### src/rtl/mrr_pkg.sv
// Shared definitions for the matrix ring rotator: widths, register indexes,
// controller states and the command/status words between controller and datapath.
// Depends on nothing.
package mrr_pkg;

    // Matrix geometry and word widths
    localparam int MAX_DIM     = 64;
    localparam int DATA_WIDTH  = 32;
    localparam int STORE_DEPTH = MAX_DIM * MAX_DIM;
    localparam int POS_W       = $clog2(STORE_DEPTH);
    localparam int IDX_W       = $clog2(MAX_DIM);
    localparam int DIM_W       = 7;
    localparam int STEP_W      = 20;
    localparam int RING_W      = IDX_W + 3;
    localparam int LEN_W       = IDX_W + 2;
    localparam int SUM_W       = STEP_W + 1;

    // Divider: bits retired per cycle and cycles per division
    localparam int DIV_STEPS   = 3;
    localparam int DIV_CYCLES  = (SUM_W + DIV_STEPS - 1) / DIV_STEPS;
    localparam int DIV_CNT_W   = $clog2(DIV_CYCLES);

    // Configuration port
    localparam int CFG_IDX_W   = 2;
    localparam int CFG_DATA_W  = STEP_W;
    localparam logic [CFG_IDX_W-1:0] CFG_ROW_COUNT    = 2'd0;
    localparam logic [CFG_IDX_W-1:0] CFG_COL_COUNT    = 2'd1;
    localparam logic [CFG_IDX_W-1:0] CFG_ROTATE_STEPS = 2'd2;

    localparam logic ACT_LOAD = 1'b0;
    localparam logic ACT_READ = 1'b1;

    typedef enum logic [2:0] {
        ST_IDLE,
        ST_DIV_POS,
        ST_RING,
        ST_MOD_GO,
        ST_DIV_MOD,
        ST_ADDR,
        ST_MEM,
        ST_OUT
    } mrr_state_t;

    typedef struct packed {
        logic load_we;
        logic read_start;
        logic ring_latch;
        logic mod_start;
        logic addr_latch;
        logic mem_rd;
        logic out_load;
    } mrr_cmd_t;

    typedef struct packed {
        logic div_busy;
        logic out_free;
    } mrr_status_t;

endpackage

### src/rtl/mrr_ctrl.sv
// Controller of the matrix ring rotator: issues load writes and sequences one read
// word through split, ring lookup, modulo, address, store read and output load.
// Depends on mrr_pkg.
module mrr_ctrl (
    input  logic                 clk,
    input  logic                 rst_n,
    input  logic                 in_valid,
    input  logic                 action,
    output logic                 in_stall,
    input  mrr_pkg::mrr_status_t status,
    output mrr_pkg::mrr_cmd_t    cmd
);
    import mrr_pkg::*;

    mrr_state_t state_reg;
    mrr_state_t state_next;
    logic       accept;

    assign accept = in_valid & (state_reg == ST_IDLE);

    always_ff @(posedge clk or negedge rst_n)
    begin
        if (!rst_n)
        begin
            state_reg <= ST_IDLE;
        end
        else
        begin
            state_reg <= state_next;
        end
    end

    // Next state
    always_comb
    begin
        state_next = state_reg;
        case (state_reg)
            ST_IDLE:
            begin
                if (accept && (action == ACT_READ))
                begin
                    state_next = ST_DIV_POS;
                end
            end
            ST_DIV_POS:
            begin
                if (!status.div_busy)
                begin
                    state_next = ST_RING;
                end
            end
            ST_RING:    state_next = ST_MOD_GO;
            ST_MOD_GO:  state_next = ST_DIV_MOD;
            ST_DIV_MOD:
            begin
                if (!status.div_busy)
                begin
                    state_next = ST_ADDR;
                end
            end
            ST_ADDR:    state_next = ST_MEM;
            ST_MEM:     state_next = ST_OUT;
            ST_OUT:
            begin
                if (status.out_free)
                begin
                    state_next = ST_IDLE;
                end
            end
            default:    state_next = ST_IDLE;
        endcase
    end

    // Commands
    always_comb
    begin
        cmd      = '0;
        in_stall = (state_reg != ST_IDLE);
        case (state_reg)
            ST_IDLE:
            begin
                cmd.load_we    = accept & (action == ACT_LOAD);
                cmd.read_start = accept & (action == ACT_READ);
            end
            ST_RING:    cmd.ring_latch = 1'b1;
            ST_MOD_GO:  cmd.mod_start  = 1'b1;
            ST_DIV_MOD: cmd.addr_latch = ~status.div_busy;
            ST_MEM:     cmd.mem_rd     = 1'b1;
            ST_OUT:     cmd.out_load   = status.out_free;
            default:    ;
        endcase
    end

endmodule

### config.mk
export PLATFORM = sky130hd
export DESIGN_NAME = mrr_ctrl
export DESIGN_NICKNAME = d
export VERILOG_FILES = /design/src/rtl/mrr_pkg.sv /design/src/rtl/mrr_ctrl.sv
export SDC_FILE = /design/constraint.sdc
export NUM_CORES = 1
export LEC_CHECK = 0
export ABC_AREA = 0
export BUFFER_PORTS_ARGS = -buffer_cell sky130_fd_sc_hd__buf_2
export CAP_MARGIN = 20
export CORE_AREA = 2 2 39 41
export CTS_CLUSTER_DIAMETER = 120
export DETAILED_ROUTE_END_ITERATION = 8
export DIE_AREA = 0 0 41 43
export GPL_TIMING_DRIVEN = 0
export PLACE_DENSITY = 0.49
export REMOVE_ABC_BUFFERS = 1
export SLEW_MARGIN = 15
export SYNTH_ARGS = -nofsm -noshare
export SYNTH_HDL_FRONTEND = slang
export SYNTH_SLANG_ARGS = --single-unit
### constraint.sdc
create_clock -name clk -period 1.2 [get_ports clk]
set_input_delay 0.12 -clock clk [delete_from_list [all_inputs] [get_ports clk]]
set_output_delay 0.12 -clock clk [all_outputs]
set_load 0.01 [all_outputs]
Word level (Yosys, flattened, before mapping)
Index checks and enable logic that the tools add are counted.

storage, ports and cells
  logic and storage cells = 32
  register bits after elaboration = 3
  bits of input ports = 6
  output and inout bits = 8

operators by class
  muxes and demuxes = 11
  bitwise operators = 5
  eq/ne operators = 11
  reduce and logical (&&, ||, !) cells = 4

operators by type and width
  cell                                            count
  case mux 3 bit (8 select lines)                 1
  == test 3 bit (second input constant)           4
  2-to-1 mux 3 bit                                4
  == test 3 x 2 -> 1 bit (second input constant)  2
  != test 2 bit (second input constant)           3
  2-to-1 mux 1 bit                                5
  AND reduction 4 bit                             1
  AND 1 bit                                       3
  == test 3 x 1 -> 1 bit (second input constant)  1
  logical NOT 3 bit                               1
  nonzero test 3 bit                              1
  2-to-1 mux 2 bit                                1
  != test 2 x 1 -> 1 bit (second input constant)  1
  NOT 1 bit                                       2
  logical AND 1 bit                               1

Depth between registers and ports, before layout
Gate-level depths: netlist of the first run.

  depth in word-level cells = 5
  depth in mapped cells = 4
  gate-level depth less buffers = 3

Least setup slack after synthesis of the first run
No wires, ideal clock.

  path type = reg2out
  start = register state_reg[2]
  end = output port cmd[2] (netlist bit)
  slack = 0.092 ns
  data arrival time = 0.988 ns
  cell stages (with the launch flop) = 4
  path through = dfrtp_1 > clkbuf_2 > inv_1 > nor4_1

RTL lines
  item                      RTL line        RTL
  start: declaration        mrr_ctrl.sv:15  mrr_state_t state_reg;
  start signal: assignment  mrr_ctrl.sv:29  state_reg <= state_next;
  end: declaration          mrr_ctrl.sv:11  output mrr_pkg::mrr_cmd_t cmd

==> results of run 1 <==
-- repair_timing --
| action | 4_1_cts | 5_1_grt |
|---|---|---|
| setup buffers | 2 | 5 |
| gates resized for setup | 5 | 13 |
| gates cloned | 0 | 0 |
| endpoints found under the setup margin | 8 | 8 |
| endpoints found under the hold margin | 3 | 0 |
| pin swaps | 2 | 5 |
| hold buffers | 1 | 0 |
-- final cells by class --
| class | instances | area (sq um) | share of cell area, % |
|---|---|---|---|
| well taps | 16 | 20.0 | 4.56 |
| clock buffers | 4 | 26.3 | 5.98 |
| inverters | 2 | 7.51 | 1.71 |
| multi-input cells | 24 | 169 | 38.5 |
| repair buffers | 21 | 138 | 31.3 |
| flip-flops and latches | 3 | 78.8 | 17.9 |
-- kinds of logic (layout without fill, tap and decap cells) --
family,count (synthesis),in the layout
compound gates,5,5
buf+inv,4,27
flops,3,3
simple gates,19,19
-- through the flow --
step / TNS (ps) / hold slack [ps]
3_3_place_gp: 0 / -83.7
5_1_grt: -797 / 230
3_5_place_dp: 0 / -83.6
2_1_floorplan: 0 / -176
6_report: -391 / 222
4_1_cts: -438 / 212
-- critical path, stage by stage (launching register included) --
cell	delay, ps
dfrtp_2	440
buf_4	160
nor4_2	180
buf_2	170
-- worst max path at each step --
stage | startpoint | to | slack (ps)
2_1_floorplan | state_reg[2] | cmd[2] | 110
5_1_grt | state_reg[1] | cmd[6] | -150
3_5_place_dp | state_reg[2] | cmd[2] | 60
3_3_place_gp | state_reg[2] | cmd[2] | 20
6_report | state_reg[1] | cmd[2] | -90
4_1_cts | state_reg[0] | cmd[6] | -110
-- cells in the mapped netlist (2+ instances only) --
library cell	n	area, sq um
clkbuf_2	2	10.0
inv_1	2	7.51
o211ai_1	2	15.0
nand2_1	6	22.5
dfrtp_1	3	75.1
nor2_1	7	26.3
-- power groups by stage --
stage               combinational (uW)  sequential, uW  clock, uW
detailed placement                 308             263          0
finish                             632             267        176
CTS                                380             276        187
global route                       695             275        190
global placement                   309             261          0
floorplan                          214             233          0
-- routing by layer --
| metal | global-route usage [%] | up-vias | share of wire [%] |
|---|---|---|---|
| met5 | 0 | - | 0 |
| met4 | 10.0 | 0 | 0 |
| met3 | 1.57 | 0 | 4.2 |
| met2 | 12.8 | 8 | 56 |
| met1 | 9.65 | 131 | 39 |
| li1 | - | 148 | - |
==> impl_metrics.ini, run 1 <==
[die]
die_h_um = 43
initial_utilization_pct = 15.6
die_w_um = 41
core-area_sq_um = 1380
row_count = 14
io_pins = 14
die-area_sq_um = 1760

[sta]
relSlewSlack_pct = 88.4
fmax_mhz = 772
hold_violations = 0
fin_skew_ps = 5.07
setup_viol = 8
worst_pin_slew_ps = 172
period_needed_ps = 1290
rsz0062_at_grt = true
period_share_pct = 108
fin_ws_ps = -94.9
drv_slew = 0

[routing]
via_per_inst = 4.10
drt_iter0_drc = 1
firstDrtPassIters = 2
wl_per_cell_um = 9.51
drc = 0
ant_nets = 0
routed-via-count = 287
finalWirelength_um = 666

[final_layout]
final_common_cell = buf_2
finalInstanceArea_sq_um = 439
largest_reg_flops = 3
area_delta_synth_final_pct = 103
finalNonFillerCells = 70
final_cell_mix = buf_2, buf_4, nand2_1
drive_above_1_share_pct = 66.7
finalNetCount = 61
final_util_pct = 31.7
diodes = 0
fill_cells = 152

[outcome]
run_status = finished, violations left
violations = negative setup slack

[pwr]
p_sw_share_pct = 41.9
power_frac_comb_pct = 58.8
ir_drop_mv = 0.712
total_power_uw = 1070
leakagePower_uw = 0.000217
p_per_area_nw_per_um2 = 2450
pwr-share-seq_pct = 24.9
p_clk_share_pct = 16.4
intPower_uw = 625
switching_power_uw = 450

[logic_synthesis]
netlist_area_sq_um = 216
synth-simple-area-share_pct = 42.2
synth_seq_cells = 3
synth.distinct_cells = 15
synth_top_family_by_area = simple AND/OR/NAND/NOR gates
synthAdderAreaFrac_pct = 0
synth_cells = 31
yosysWarningCount = 0
avgSynthCellArea_sq_um = 6.98
synth_ff_type = dfrtp_1
synth_edf_count = 0
ys_async_sr_fraction_pct = 100
synth_compound_area_share_pct = 15.0
yosysSeqAreaShare_pct = 34.7
synth_xor_area_share_pct = 0
synthMuxAreaShare_pct = 0

[global_route]
grt_use_total_pct = 8.94
antenna_found_initial = 0
grt_remaining_overflow = 0
grt_pass1_wl_mm = 1.01
grt_pass1_vias = 280
grt_start_max_net_pins = 9

[clock_network]
cts-root-buf = clkbuf_4
h-tree-depth = 1
clkSlewWorstSetupHoldPaths_ps = 40
cts.sinks = 3
cts_tree = yes
cts_max_path_buffers = 2
clk_latency_ps = 230
cts-buffers-inserted = 3

[setup_path]
path_max_fanout = 4
cp-end-kind = output port
worstSetupPathType = flop to output port
critPathLaunchType = flop
r2r_cells = 4
r2r_start = state_reg[1]
r2r_end = state_reg[0]
required_ps = 1080
r2r_slack_ps = 80
crit_arrival_ps = 1170

[placement]
numPortBuffers = 13
dp_cells = 58
dp_slack_ps = 63.7
gp_congestion = 0.764
dpl_cell_area_sq_um = 292

[job]
cap_violations = 0

[worst_hold_path]
hp-class = input port to async pin
Power figures use the tool's default switching activity.
==> run 2: changes to the inputs <==
Settings changed: SKIP_CTS_REPAIR_TIMING set to 1.
==> run 2 against run 1 <==
The run still ends with negative setup slack left. Via count decreased by 6.6%. Count of clock-buffer cells in the layout unchanged. Final area decreased by 16%. Largest power group unchanged. Sequential share of layout area up 3.3 points. Total power down 18%. Worst hold slack got worse by 6.5 ps. Non-clock buffer count decreased by 3. Maximum frequency decreased by 1.9%. First-iteration DRC count rose to 3.0 times the previous value. Global-route usage down 0.50 points.
==> impl_metrics.ini, run 2 (same netlist as run 1, synthesis figures left out) <==
[outcome]
run_status = finished, violations left
violations = negative setup slack

[placement]
numPortBuffers = 13
dp_cells = 58
gp_congestion = 0.764
dp_slack_ps = 63.7

[clock_network]
cts_tree = yes
cts.sinks = 3
h-tree-depth = 1
cts-root-buf = clkbuf_4
cts_max_path_buffers = 2
clkSlewWorstSetupHoldPaths_ps = 40
cts-buffers-inserted = 3
clk_latency_ps = 230

[final_layout]
area_delta_synth_final_pct = 71.1
final_cell_mix = buf_2, nand2_1, nor2_1
largest_reg_flops = 3
drive_above_1_share_pct = 49.0
finalNonFillerCells = 67
finalNetCount = 58
diodes = 0
final_common_cell = buf_2
final_util_pct = 26.8

[setup_path]
crit_path_cell_trace = buf_4 > nor4_1 > buf_2
cp-end-kind = output port
crit_arrival_ps = 1200
r2r_start = state_reg[1]
cp.depth = 3
cp.buffers_inverters = 2
required_ps = 1080
r2r_slack_ps = 130
crit_family = flip-flops
startpoint = state_reg[1]
worstSetupPathType = flop to output port
path_max_fanout = 5
critPathLaunchType = flop
r2r_end = state_reg[0]
cpPeakStageDelay_ps = 440
endpoint = cmd[2]
r2r_cells = 4
cp_slowest_cell = dfrtp_2

[global_route]
grt_remaining_overflow = 0
grt_pass1_vias = 252
grt_pass1_wl_um = 938
grt_use_total_pct = 8.43
antenna_found_initial = 0
grt_start_max_net_pins = 9

[sta]
worst_pin_slew_ps = 195
fin_ws_ps = -120
relSlewSlack_pct = 86.9
setup_tns_ps = -401
period_needed_ps = 1320
fmax_mhz = 758
period_share_pct = 110
hold_violations = 0
rsz0062_at_grt = true
whs_ps = 216
drv_slew = 0
setup_viol = 5
fin_skew_ps = 2.70

[routing]
firstDrtPassIters = 2
met1_length_um = 260
wl_met3_um = 22
drt_iter0_drc = 3
routed-via-count = 268
wl_per_cell_um = 8.67
drc = 0
maxUsedRoutingLayer = met3
finalWirelength_um = 581
ant_nets = 0
dr_wl_met2_um = 298
via_per_inst = 4.00

[die]
core-area_sq_um = 1380
initial_utilization_pct = 15.6
row_count = 14
die_w_um = 41
die-area_sq_um = 1760
io_pins = 14
die_h_um = 43

[worst_hold_path]
hp-class = input port to async pin

[pwr]
leakagePower_uw = 0.000188
ir_drop_mv = 0.629
p_per_area_nw_per_um2 = 2380

[job]
cap_violations = 0
-- run 2: layout make-up --
class | instances | area, sq um
fill | 156 | 1010
multi-input combinational | 24 | 133
timing repair buffer | 18 | 105
sequential | 3 | 78.8
clock buffer | 4 | 26.3
tap | 16 | 20.0
inverter | 2 | 7.51
-- run 2: routing by layer --
metal  GRT usage, %  up-vias
met3           1.57        0
met4           10.0        0
li1               -      142
met5              0        -
met1           9.97      120
met2           10.9        6
-- run 2: worst register-to-register path: cells and delay by family (launching register included) --
kind	cells	cell delay, ps
flops	1	440
compound gates	2	220
buf+inv	1	160
simple gates	1	120
-- run 2: stage by stage --
step / total power [uW] / area (sq um)
floorplan: 448 / 206
global placement: 570 / 292
detailed placement: 571 / 292
CTS: 759 / 318
global route: 979 / 370
finish: 883 / 370
-- run 2: power breakdown --
part / switching (uW) / internal [uW]
Clock: 53.0 / 125
Sequential: 105 / 164
Combinational: 208 / 228
Total: 366 / 517
-- run 2: worst min-delay path by stage --
stage | start | endpoint | slack (ps) | cells after the start
4_1_cts | rst_n | state_reg[0] | -340 | 1
3_3_place_gp | rst_n | state_reg[2] | -80 | 1
6_report | rst_n | state_reg[0] | 220 | 2
2_1_floorplan | rst_n | state_reg[0] | -180 | 0
5_1_grt | rst_n | state_reg[0] | 230 | 2
3_5_place_dp | rst_n | state_reg[2] | -80 | 1
==> run 3: changes to the inputs <==
Settings changed: CORE_AREA 2 2 39 41 to 5 5 42 44, DIE_AREA 0 0 41 43 to 0 0 47 49, REMOVE_ABC_BUFFERS 1 to unset.
==> run 3 against run 2 <==
The flow still finishes with violations (negative setup slack). Non-clock buffer count unchanged. Worst hold slack got worse by 6.9 ps. Largest cell class unchanged. Via count fell by 1.1%. Clock power about the same. Clock skew decreased by 2.6 ps. Global-route usage down 2.6 points. Critical path depth is the same. Wire length increased by 9.0%. Sequential power is 11% lower. Flip-flop and latch count did not move. Combinational power is 24% higher. Worst setup slack gained 28 ps.
==> impl_metrics.ini, run 3 (same netlist as run 1, synthesis figures left out) <==
[sta]
fmax_mhz = 774
setup_viol = 7
fin_ws_ps = -92.0
worst_pin_slew_ps = 173
fin_skew_ps = 0.144
drv_slew = 0
relSlewSlack_pct = 88.4
period_needed_ps = 1290
hold_violations = 0
period_share_pct = 108
rsz0062_at_grt = true

[routing]
firstDrtPassIters = 4
wl_per_cell_um = 9.45
via_per_inst = 3.96
drc = 0
routed-via-count = 265
drt_iter0_drc = 3
finalWirelength_um = 633
ant_nets = 0

[final_layout]
final_cell_mix = buf_2, nand2_1, nor2_1
final_common_cell = buf_2
fill_cells = 169
area_delta_synth_final_pct = 80.9
seqCellArea_sq_um = 77.6
drive_above_1_share_pct = 49.0
largest_reg_flops = 3
diodes = 0
finalNetCount = 58
multi_input_area_sq_um = 139

[setup_path]
cp_slowest_cell = dfrtp_2
cpPeakStageDelay_ps = 460
cp.buffers_inverters = 1
crit_arrival_ps = 1170
cp-end-kind = output port
required_ps = 1080
path_max_fanout = 7
crit_family = flip-flops
crit_path_cell_trace = nor3_4 > and3_1 > buf_2
worstSetupPathType = flop to output port
critPathLaunchType = flop

[die]
core-area_sq_um = 1400
row_count = 14
die_h_um = 49
io_pins = 14
die-area_sq_um = 2300
initial_utilization_pct = 15.4
die_w_um = 47

[global_route]
grt_remaining_overflow = 0
antenna_found_initial = 0
grt_pass1_vias = 246
grt_pass1_wl_um = 945
grt_use_total_pct = 5.86
grt_start_max_net_pins = 9

[clock_network]
h-tree-depth = 1
clk_latency_ps = 230
cts_max_path_buffers = 2
cts-buffers-inserted = 3
cts-root-buf = clkbuf_4
clkSlewWorstSetupHoldPaths_ps = 40
cts_tree = yes
cts.sinks = 3

[job]
cap_violations = 0

[pwr]
p_sw_share_pct = 40.2
leakagePower_uw = 0.000196
p_clk_share_pct = 18.4
intPower_uw = 572
total_power_uw = 955
power_frac_comb_pct = 56.6
pwr-share-seq_pct = 25.1
ir_drop_mv = 0.539
switching_power_uw = 384
p_per_area_nw_per_um2 = 2440

[worst_hold_path]
hp-class = input port to async pin

[outcome]
violations = negative setup slack
run_status = finished, violations left

[placement]
gp_congestion = 0.721
numPortBuffers = 13
place_hpwl_um = 453
dp_slack_ps = 37.9

[logic_synthesis]
syn_nets = 37
[run 3: cell counts in the layout (fill, tap and decap cells not counted)]
Identical to the previous run, type by type.
[run 3: worst paths after layout]
check | startpoint | to | slack [ps] | cells past startpoint
max in group asynchronous | rst_n | state_reg[1] | 870 | 2
min in group clk | status[0] | state_reg[1] | 210 | 4
min reg2reg | state_reg[2] | state_reg[0] | 600 | 2
max reg2reg | state_reg[1] | state_reg[0] | 30 | 5
min | rst_n | state_reg[2] | 210 | 2
max | state_reg[0] | cmd[5] | -90 | 3
[run 3: cell type report]
type	instances	share of cell area (%)
Inverter	2	1.92
Clock buffer	4	6.71
Sequential cell	3	19.8
Buffer	1	2.88
Timing Repair Buffer	17	28.1
Multi-Input combinational cell	24	35.5
Tap cell	16	5.11
[run 3: power by group through the flow]
stage / registers (uW) / clock network, uW / logic [uW]
CTS: 198 / 184 / 404
detailed placement: 199 / 0 / 404
floorplan: 187 / 0 / 287
global placement: 197 / 0 / 403
finish: 239 / 175 / 540
global route: 247 / 191 / 594
[run 3: through the flow]
stage	cell area, sq um	hold WS, ps	util (%)	cells	TNS [ps]
finish	392	209	27.9	67	-340
global route	392	217	27.9	67	-878
CTS	328	-328	23.4	64	-1010
detailed placement	302	-80.5	21.5	60	0
global placement	302	-82.8	21.5	60	0
floorplan	216	-176	-	31	0
[run 3: metal layers]
metal,up-vias,GRT usage [%],wire (um)
met3,0,1.11,13
met1,118,7.74,272
met2,7,7.47,347
met5,-,0,0
met4,0,5.53,0
li1,140,-,-
